==> src/sv/kwf_pkg.sv <==
// Package with constants, keyword table and command types for the keyword frequency counter.
package kwf_pkg;

	localparam int KEYWORD_COUNT = 54;
	localparam int KW_IDX_BITS   = $clog2(KEYWORD_COUNT);
	localparam int WINDOW_BYTES  = 11;
	localparam int WIN_IDX_BITS  = $clog2(WINDOW_BYTES);
	localparam int KEY_MAX_LEN   = 10;
	localparam int SEEN_BITS     = 4;
	localparam int COUNTER_BITS  = 17;
	localparam int SHARE_BITS    = 14;
	localparam int PROD_BITS     = COUNTER_BITS + SHARE_BITS;
	localparam int NUM_BITS      = PROD_BITS + 1;
	localparam int DIV_CNT_BITS  = $clog2(NUM_BITS);

	localparam logic [SHARE_BITS-1:0] SHARE_SCALE = 14'd10000;
	localparam logic [SEEN_BITS-1:0]  SEEN_MAX    = '1;

	localparam logic [7:0] CH_SPACE   = 8'h20;
	localparam logic [7:0] CH_NEWLINE = 8'h0A;
	localparam logic [7:0] CH_TAB     = 8'h09;

	// Keyword text, right aligned: the last character sits in the low byte.
	localparam logic [8*KEY_MAX_LEN-1:0] KW_TEXT [KEYWORD_COUNT] = '{
		"make", "address", "all", "3d", "our", "over", "remove", "internet",
		"order", "mail", "receive", "will", "people", "report", "addresses",
		"free", "business", "email", "you", "credit", "your", "font", "000",
		"money", "hp", "hpl", "george", "650", "lab", "labs", "telnet", "857",
		"data", "415", "85", "technology", "1999", "parts", "pm", "direct",
		"cs", "meeting", "original", "project", "re", "edu", "table",
		"conference", ";", "(", "[", "!", "$", "#"
	};

	// Commands from the controller to the datapath.
	typedef struct packed {
		logic                   byte_go;
		logic                   byte_last;
		logic [KW_IDX_BITS-1:0] kw_idx;
		logic                   mul_go;
		logic                   div_load;
		logic                   div_step;
		logic                   emit_load;
		logic                   clear;
	} kwf_cmd_t;

	// Status from the datapath to the controller.
	typedef struct packed {
		logic div_last;
		logic out_free;
	} kwf_sts_t;

	function automatic int unsigned kw_len(input logic [8*KEY_MAX_LEN-1:0] t);
		int unsigned n;
		n = 0;
		for (int j = 0; j < KEY_MAX_LEN; j++) begin
			if (t[8*j +: 8] != 8'h00) n++;
		end
		return n;
	endfunction

	function automatic logic is_edge(input logic [7:0] b);
		return (b == CH_SPACE) || (b == CH_NEWLINE);
	endfunction

	function automatic logic is_blank(input logic [7:0] b);
		return is_edge(b) || (b == CH_TAB);
	endfunction

endpackage

==> src/sv/keyword_word_frequency_counter.sv <==
// Top level of the keyword whole-word frequency counter.
// Throughput: one text byte per cycle while a message streams in.
// After the final byte, each of the 54 shares takes a read, a scale multiply, a load,
// a restoring divider and an emit, plus output stalls; a drain state comes before
// the sequence and a clear state after it, before the next message is taken.
// Reset is asynchronous, active low, and clears all counts, the window and the hit flags.
module keyword_word_frequency_counter (
	input  logic                            clk,
	input  logic                            arst_n,
	input  logic                            in_valid,
	output logic                            in_stall,
	input  logic [7:0]                      text_byte,
	input  logic                            end_of_message,
	output logic                            out_valid,
	input  logic                            out_stall,
	output logic [kwf_pkg::KW_IDX_BITS-1:0] keyword_index,
	output logic [kwf_pkg::SHARE_BITS-1:0]  share_hundredths,
	output logic                            last_share
);
	import kwf_pkg::*;

	kwf_cmd_t cmd;
	kwf_sts_t sts;

	kwf_ctrl u_ctrl (
		.clk            (clk),
		.arst_n         (arst_n),
		.in_valid       (in_valid),
		.in_stall       (in_stall),
		.end_of_message (end_of_message),
		.sts            (sts),
		.cmd            (cmd)
	);

	kwf_dp u_dp (
		.clk              (clk),
		.arst_n           (arst_n),
		.cmd              (cmd),
		.sts              (sts),
		.text_byte        (text_byte),
		.out_valid        (out_valid),
		.out_stall        (out_stall),
		.keyword_index    (keyword_index),
		.share_hundredths (share_hundredths),
		.last_share       (last_share)
	);

endmodule

==> src/sv/kwf_ctrl.sv <==
// Controller state machine: byte intake, per-keyword share sequence and clearing.
module kwf_ctrl (
	input  logic              clk,
	input  logic              arst_n,
	input  logic              in_valid,
	output logic              in_stall,
	input  logic              end_of_message,
	input  kwf_pkg::kwf_sts_t sts,
	output kwf_pkg::kwf_cmd_t cmd
);
	import kwf_pkg::*;

	typedef enum logic [2:0] {
		ST_IDLE, ST_DRAIN, ST_READ, ST_MUL, ST_LOAD, ST_DIV, ST_EMIT, ST_CLEAR
	} state_t;

	state_t                 state_q;
	logic [KW_IDX_BITS-1:0] kw_q;
	logic                   accept;

	assign in_stall = (state_q != ST_IDLE);
	assign accept   = in_valid && !in_stall;

	// Command decode from the current state.
	always_comb begin
		cmd           = '0;
		cmd.byte_go   = accept;
		cmd.byte_last = accept && end_of_message;
		cmd.kw_idx    = kw_q;
		cmd.mul_go    = (state_q == ST_MUL);
		cmd.div_load  = (state_q == ST_LOAD);
		cmd.div_step  = (state_q == ST_DIV);
		cmd.emit_load = (state_q == ST_EMIT) && sts.out_free;
		cmd.clear     = (state_q == ST_CLEAR);
	end

	// State and keyword counter.
	always_ff @(posedge clk or negedge arst_n) begin
		if (!arst_n) begin
			state_q <= ST_IDLE;
			kw_q    <= '0;
		end else begin
			case (state_q)
				ST_IDLE: begin
					kw_q <= '0;
					if (accept && end_of_message) state_q <= ST_DRAIN;
				end
				ST_DRAIN: state_q <= ST_READ;
				ST_READ:  state_q <= ST_MUL;
				ST_MUL:   state_q <= ST_LOAD;
				ST_LOAD:  state_q <= ST_DIV;
				ST_DIV: begin
					if (sts.div_last) state_q <= ST_EMIT;
				end
				ST_EMIT: begin
					if (sts.out_free) begin
						if (kw_q == KW_IDX_BITS'(KEYWORD_COUNT - 1)) begin
							state_q <= ST_CLEAR;
						end else begin
							kw_q    <= kw_q + 1'b1;
							state_q <= ST_READ;
						end
					end
				end
				ST_CLEAR: state_q <= ST_IDLE;
				default:  state_q <= ST_IDLE;
			endcase
		end
	end

endmodule

==> src/sv/kwf_dp.sv <==
// Datapath: byte window, word and hit counters, hit memory, divider and output register.
module kwf_dp (
	input  logic                                 clk,
	input  logic                                 arst_n,
	input  kwf_pkg::kwf_cmd_t                    cmd,
	output kwf_pkg::kwf_sts_t                    sts,
	input  logic [7:0]                           text_byte,
	output logic                                 out_valid,
	input  logic                                 out_stall,
	output logic [kwf_pkg::KW_IDX_BITS-1:0]      keyword_index,
	output logic [kwf_pkg::SHARE_BITS-1:0]       share_hundredths,
	output logic                                 last_share
);
	import kwf_pkg::*;

	logic [7:0]              win_q [WINDOW_BYTES];
	logic [SEEN_BITS-1:0]    seen_q;
	logic [COUNTER_BITS-1:0] word_total_q;

	logic [KEYWORD_COUNT-1:0] hit_vec;
	logic                     hit_any;
	logic [KW_IDX_BITS-1:0]   hit_idx;
	logic                     hit_s1;
	logic [KW_IDX_BITS-1:0]   idx_s1;

	logic [COUNTER_BITS-1:0]  hits_mem [KEYWORD_COUNT];
	logic [KEYWORD_COUNT-1:0] hits_vld_q;
	logic [COUNTER_BITS-1:0]  hits_rd_q;
	logic                     hits_rd_vld_q;
	logic [COUNTER_BITS-1:0]  hits_cur;
	logic [COUNTER_BITS-1:0]  hits_inc;
	logic [KW_IDX_BITS-1:0]   rd_addr;

	logic [PROD_BITS-1:0]     prod_w;
	logic [PROD_BITS-1:0]     prod_q;
	logic [NUM_BITS-1:0]      num_q;
	logic [COUNTER_BITS-1:0]  rem_q;
	logic [DIV_CNT_BITS-1:0]  div_cnt_q;
	logic [COUNTER_BITS:0]    rem_shift;
	logic                     q_bit;
	logic [SHARE_BITS-1:0]    share_w;

	logic                     out_valid_q;
	logic [KW_IDX_BITS-1:0]   keyword_index_q;
	logic [SHARE_BITS-1:0]    share_q;
	logic                     last_q;

	// Keyword matches that end at the newest window byte, closed by the incoming byte.
	always_comb begin
		int unsigned len;
		logic        m;
		for (int k = 0; k < KEYWORD_COUNT; k++) begin
			len = kw_len(KW_TEXT[k]);
			m   = (len != 0) && (len < WINDOW_BYTES) && (seen_q >= len);
			for (int j = 0; j < KEY_MAX_LEN; j++) begin
				if (j < len && win_q[j] != KW_TEXT[k][8*j +: 8]) m = 1'b0;
			end
			if (m && !(seen_q == len || is_edge(win_q[WIN_IDX_BITS'(len)]))) m = 1'b0;
			hit_vec[k] = m && cmd.byte_go && is_edge(text_byte);
		end
	end

	// Encode the single hit.
	always_comb begin
		hit_any = 1'b0;
		hit_idx = '0;
		for (int k = KEYWORD_COUNT - 1; k >= 0; k--) begin
			if (hit_vec[k]) begin
				hit_any = 1'b1;
				hit_idx = KW_IDX_BITS'(k);
			end
		end
	end

	// Byte window, byte count and word count.
	always_ff @(posedge clk or negedge arst_n) begin
		if (!arst_n) begin
			for (int i = 0; i < WINDOW_BYTES; i++) win_q[i] <= '0;
			seen_q       <= '0;
			word_total_q <= '0;
		end else begin
			if (cmd.byte_go) begin
				if (!is_blank(text_byte) && (seen_q == '0 || is_blank(win_q[0]))
				    && word_total_q != '1) begin
					word_total_q <= word_total_q + 1'b1;
				end
				if (cmd.byte_last) begin
					for (int i = 0; i < WINDOW_BYTES; i++) win_q[i] <= '0;
					seen_q <= '0;
				end else begin
					for (int i = WINDOW_BYTES - 1; i > 0; i--) win_q[i] <= win_q[i-1];
					win_q[0] <= text_byte;
					if (seen_q != SEEN_MAX) seen_q <= seen_q + 1'b1;
				end
			end
			if (cmd.clear) word_total_q <= '0;
		end
	end

	// Hit counter read-modify-write: registered read, write-back in the cycle after, with forwarding.
	assign rd_addr  = cmd.byte_go ? hit_idx : cmd.kw_idx;
	assign hits_cur = hits_rd_vld_q ? hits_rd_q : '0;
	assign hits_inc = (hits_cur == '1) ? hits_cur : hits_cur + 1'b1;

	always_ff @(posedge clk or negedge arst_n) begin
		if (!arst_n) begin
			hit_s1        <= 1'b0;
			idx_s1        <= '0;
			hits_vld_q    <= '0;
			hits_rd_vld_q <= 1'b0;
		end else begin
			hit_s1 <= hit_any;
			idx_s1 <= hit_idx;
			if (hit_s1 && rd_addr == idx_s1) begin
				hits_rd_vld_q <= 1'b1;
			end else begin
				hits_rd_vld_q <= hits_vld_q[rd_addr];
			end
			if (hit_s1) hits_vld_q[idx_s1] <= 1'b1;
			if (cmd.clear) hits_vld_q <= '0;
		end
	end

	always_ff @(posedge clk) begin
		if (hit_s1) hits_mem[idx_s1] <= hits_inc;
		if (hit_s1 && rd_addr == idx_s1) begin
			hits_rd_q <= hits_inc;
		end else begin
			hits_rd_q <= hits_mem[rd_addr];
		end
	end

	// Scale, then restoring division one quotient bit per cycle.
	assign prod_w    = hits_cur * SHARE_SCALE;
	assign rem_shift = {rem_q, num_q[NUM_BITS-1]};
	assign q_bit     = (rem_shift >= {1'b0, word_total_q});

	always_ff @(posedge clk) begin
		if (cmd.mul_go) prod_q <= prod_w;
		if (cmd.div_load) begin
			num_q <= NUM_BITS'(prod_q) + NUM_BITS'(word_total_q[COUNTER_BITS-1:1]);
			rem_q <= '0;
		end else if (cmd.div_step) begin
			num_q <= {num_q[NUM_BITS-2:0], q_bit};
			rem_q <= q_bit ? COUNTER_BITS'(rem_shift - {1'b0, word_total_q})
			               : rem_shift[COUNTER_BITS-1:0];
		end
	end

	always_ff @(posedge clk or negedge arst_n) begin
		if (!arst_n) begin
			div_cnt_q <= '0;
		end else if (cmd.div_load) begin
			div_cnt_q <= '0;
		end else if (cmd.div_step) begin
			div_cnt_q <= div_cnt_q + 1'b1;
		end
	end

	assign sts.div_last = (div_cnt_q == DIV_CNT_BITS'(NUM_BITS - 1));
	assign sts.out_free = !out_valid_q || !out_stall;

	// Clamp the quotient; no words gives a share of zero.
	always_comb begin
		if (word_total_q == '0) begin
			share_w = '0;
		end else if (num_q > NUM_BITS'(SHARE_SCALE)) begin
			share_w = SHARE_SCALE;
		end else begin
			share_w = num_q[SHARE_BITS-1:0];
		end
	end

	// Output beat register.
	always_ff @(posedge clk or negedge arst_n) begin
		if (!arst_n) begin
			out_valid_q <= 1'b0;
		end else if (cmd.emit_load) begin
			out_valid_q <= 1'b1;
		end else if (!out_stall) begin
			out_valid_q <= 1'b0;
		end
	end

	always_ff @(posedge clk) begin
		if (cmd.emit_load) begin
			keyword_index_q <= cmd.kw_idx;
			share_q         <= share_w;
			last_q          <= (cmd.kw_idx == KW_IDX_BITS'(KEYWORD_COUNT - 1));
		end
	end

	assign out_valid        = out_valid_q;
	assign keyword_index    = keyword_index_q;
	assign share_hundredths = share_q;
	assign last_share       = last_q;

`ifndef SYNTH
	a_one_hit: assert property (@(posedge clk) disable iff (!arst_n) $onehot0(hit_vec))
		else $error("more than one keyword hit on one byte");
	a_no_overwrite: assert property (@(posedge clk) disable iff (!arst_n)
		cmd.emit_load |-> !(out_valid_q && out_stall))
		else $error("output beat overwritten while stalled");
	a_share_range: assert property (@(posedge clk) disable iff (!arst_n)
		out_valid_q |-> (share_q <= SHARE_SCALE))
		else $error("share above full scale");
	a_no_hit_in_div: assert property (@(posedge clk) disable iff (!arst_n)
		cmd.div_step |-> !hit_s1)
		else $error("hit counter write during division");
`endif

endmodule
==> config.mk <==
export PLATFORM = sky130hd
export DESIGN_NAME = keyword_word_frequency_counter
export DESIGN_NICKNAME = d
export VERILOG_FILES = /design/src/sv/kwf_pkg.sv /design/src/sv/keyword_word_frequency_counter.sv /design/src/sv/kwf_ctrl.sv /design/src/sv/kwf_dp.sv
export SDC_FILE = /design/constraint.sdc
export NUM_CORES = 2
export LEC_CHECK = 0
export BUFFER_PORTS_ARGS = -buffer_cell sky130_fd_sc_hd__buf_2
export CAP_MARGIN = 5
export CORE_ASPECT_RATIO = 1.2
export CORE_MARGIN = 1.5
export CORE_UTILIZATION = 50
export CTS_CLUSTER_SIZE = 28
export DETAILED_ROUTE_END_ITERATION = 10
export GPL_TIMING_DRIVEN = 0
export HOLD_SLACK_MARGIN = 0.15
export PLACE_DENSITY = 0.75
export SLEW_MARGIN = 20
export SYNTH_ARGS = -nofsm -noshare
export SYNTH_HDL_FRONTEND = slang
export SYNTH_SLANG_ARGS = --single-unit
export TNS_END_PERCENT = 30
==> constraint.sdc <==
create_clock -name clk -period 8 [get_ports clk]
set_input_delay 1.2 -clock clk [delete_from_list [all_inputs] [get_ports clk]]
set_output_delay 1.2 -clock clk [all_outputs]
set_load 0.03 [all_outputs]
==> results.sh <==
export IMPL_cp_arrival_ns=8.31
export IMPL_rows=134
export IMPL_final_cell_mix="998 x edfxtp_1, 336 x nand2_1, 289 x mux4_2"
export IMPL_hp_class="flip-flop to flip-flop"
export IMPL_yosysWarnings=0
export IMPL_muxShareOfSynthArea=0.1251
export IMPL_htree_num_levels=3
export IMPL_gp_congestion=1.045
export IMPL_drc=0
export IMPL_die_h_um=370.8
export IMPL_cp_start_kind="flip-flop"
export IMPL_clk_pin_slew_worst_paths_ns=0.07
export IMPL_max_slew_margin_rel=0.1346
export IMPL_critPathTopFamily="adder cells"
export IMPL_ant_nets=0
export IMPL_stdcell_area_mm2=0.06425
export IMPL_cpPeakStageDelay_ns=0.60
export IMPL_grt_pass1_vias=36750
export IMPL_grt_max_degree=99
export IMPL_synth_seq_cells=1207
export IMPL_fmax_mhz=128.2
export IMPL_clk_latency_ns=0.77
export IMPL_firstDrtPassIters=6
export IMPL_syn_inst=3848
export IMPL_layout_commonest_cell="edfxtp_1"
export IMPL_crit_slowest_cell="mux4_2"
export IMPL_initial_utilization=0.5057
export IMPL_drt_initial_drc_count=4424
export IMPL_end_kind="flip-flop"
export IMPL_finalCriticalPeriod_ns=7.801
export IMPL_areaGrowthSynthToFinish_pct=13.96
export IMPL_finalSetupViolations=0
export IMPL_ys_types=111
export IMPL_synth_simple_gate_area_frac=0.1305
export IMPL_ys_seq_area_frac=0.6223
export IMPL_ir_drop_mv=0.2104
export IMPL_cp_max_fo=10
export IMPL_cts_tree="built"
export IMPL_drv_cap=0
export IMPL_final_nets=4257
export IMPL_dp_hpwl_um=114500
export IMPL_clockBufferDepth=3
export IMPL_core_area_mm2=0.1115
export IMPL_layout_drive_gt1_share=0.2031
export IMPL_root_buffer="clkbuf_16"
export IMPL_critical_path_buf_inv_count=7
export IMPL_ctsHoldBuffers=0
export IMPL_synthesis_nets=4032
export IMPL_cts_made_buffers=113
export IMPL_synth_avg_cell_area_um2=14.65
export IMPL_finalCritPeriodShare=0.9751
export IMPL_drt_vias_per_instance=6.498
export IMPL_cts_sinks=1207
export IMPL_synth_area_mm2=0.05638
export IMPL_hold_violations=0
export IMPL_setup_tns_ns=0
export IMPL_synthFlopType="edfxtp_1"
export IMPL_synthAdderAreaFrac=0.04328
export IMPL_synth_compound_area_share=0.03908
export IMPL_power_density_mw_per_mm2=192.1
export IMPL_vias=36830
export IMPL_synth_edff_count=998
export IMPL_status="completed"
export IMPL_place_area_mm2=0.06008
export IMPL_overflow=0
export IMPL_grt_pass1_wl_um=247200
export IMPL_path_class="flip-flop to flip-flop"
export IMPL_finalWirelength_um=170800
export IMPL_critPathRequiredTime_ns=8.51
export IMPL_die_area_mm2=0.1148
export IMPL_synth_xor_area_share=0.01367
export IMPL_max_slew_worst_pin_slew_ns=1.286
export IMPL_synth_async_reset_ratio=0.1541
export IMPL_p_leak_nw=26.01
export IMPL_slew_viol_final=0
export IMPL_clock_skew_ns=0.06306
export IMPL_antenna_found_initial=3
export IMPL_io_buffers=35
export IMPL_ios=36
export IMPL_synth_top_family_by_area="simple AND/OR/NAND/NOR gates"
export IMPL_finalPower_w=0.01234
export IMPL_die_w_um=309.5
export IMPL_wl_per_cell_um=30.15
export IMPL_grt_usage=0.2983
## through the flow
step                      utilization  instances  hold WS (ns)  worst slack [ns]
final                          0.5763       5667        0.4678            0.1989
after global routing           0.5763       5666        0.4935          -0.03128
after CTS                      0.5750       5658        0.4667           0.02321
after detailed placement       0.5389       5447        0.4513            -1.658
after global placement         0.5240       5379        0.4462            -2.812
after floorplan                     -       3848        0.4301            0.3439
## layout make-up
| type | instances | area (um^2) |
|---|---|---|
| diodes | 1 | 2.502 |
| plain buffers | 198 | 1161 |
| clock buffers | 134 | 2980 |
| clock inverters | 78 | 823.3 |
| fillers | 8239 | 47240 |
| inverters | 155 | 585.6 |
| multi-input cells | 2287 | 20410 |
| flip-flops and latches | 1207 | 35090 |
| well taps | 1496 | 1872 |
| repair buffers | 111 | 1331 |
## path summary, 6_finish.rpt
kind                                            from  depth (start not counted)                              end  slack, ns
max                                        flip-flop                         26        u_dp.prod_q[28]$_DFFE_PN_       0.20
min                        u_dp.win_q[7]$_DFFE_PN0P_                          2        u_dp.win_q[7]$_DFFE_PN0P_       0.47
max reg2reg                                flip-flop                         26        u_dp.prod_q[28]$_DFFE_PN_       0.20
min reg2reg                u_dp.win_q[7]$_DFFE_PN0P_                          2        u_dp.win_q[7]$_DFFE_PN0P_       0.47
max in group asynchronous                     arst_n                          2  u_dp.hits_vld_q[26]$_DFFE_PN0P_       6.52
min in group asynchronous                     arst_n                          1       u_dp.win_q[70]$_DFFE_PN0P_       0.48
## kinds of logic after synthesis
group | Yosys count
and+or+nand+nor | 1364
DFF | 1207
buffers and inverters | 354
muxes | 342
AOI/OAI and AO/OA | 322
adders and majority gates | 171
xor gates and xnor gates | 88
## sequential cells by signal, summed over array words and instances, names as in the netlist, named ones only
register / count
u_dp.hit_s1: 1
u_dp.rem_q: 17
u_dp.share_hundredths: 14
u_dp.div_cnt_q: 5
u_dp.hits_vld_q: 54
u_ctrl.kw_q: 6
u_ctrl.state_q: 3
u_dp.idx_s1: 6
u_dp.hits_rd_vld_q: 1
u_dp.seen_q: 4
u_dp.win_q: 88
u_dp.prod_q: 27
u_dp.hits_mem: 918
u_dp.word_total_q: 17
u_dp.out_valid: 1
u_dp.last_share: 1
u_dp.keyword_index: 6
u_dp.num_q: 32
## routing by layer
layer  GRT usage  wire [um]
met5           0         24
met4      0.1569       9852
met3     0.05816      15320
met2      0.4977      84120
met1      0.3686      61520
## repair_timing
item,in CTS,in global routing
setup buffers,0,8
resized for setup,126,46
setup endpoints to repair,370,6
## report_power, final
group | internal, W | leakage [nW] | switching, W
clock | 0.00310 | 1.86 | 0.00247
combinational | 0.0000141 | 9.87 | 0.0000378
sequential | 0.00672 | 14.3 | 0.000000611
total | 0.00983 | 26.0 | 0.00251
## cell usage after synthesis (55+ instances only)
| master | count | area [um^2] |
|---|---|---|
| dfrtp_1 | 186 | 4654 |
| ha_1 | 131 | 1639 |
| nor4_1 | 61 | 381.6 |
| nand2_1 | 344 | 1291 |
| a21oi_1 | 78 | 390.4 |
| nor2_1 | 305 | 1145 |
| o21ai_0 | 86 | 430.4 |
| nand3b_1 | 105 | 788.3 |
| inv_1 | 154 | 578.1 |
| clkbuf_1 | 128 | 480.5 |
| nor3_1 | 78 | 390.4 |
| nand4_1 | 66 | 412.9 |
| xnor2_1 | 55 | 481.7 |
| mux4_2 | 289 | 6509 |
| nand3_1 | 84 | 420.4 |
| edfxtp_1 | 998 | 29970 |
## worst register-to-register path: stages (launching register included)
cell and delay [ns]:
dfxtp_2 0.43, clkbuf_8 0.24, buf_4 0.27, buf_4 0.27
clkbuf_4 0.31, mux4_2 0.35, mux4_2 0.60, mux4_2 0.51
nand2_2 0.32, fa_1 0.50, inv_1 0.07, ha_1 0.25
fa_1 0.48, ha_1 0.29, inv_1 0.05, fa_1 0.50
inv_1 0.04, ha_1 0.33, or2_2 0.32, a21oi_1 0.16
a21oi_1 0.09, a41o_1 0.30, nor4_1 0.20, nor3_1 0.12
a41oi_1 0.28, nor2b_1 0.20, xnor2_1 0.09
No activity file was read; power rests on OpenSTA's default activity.
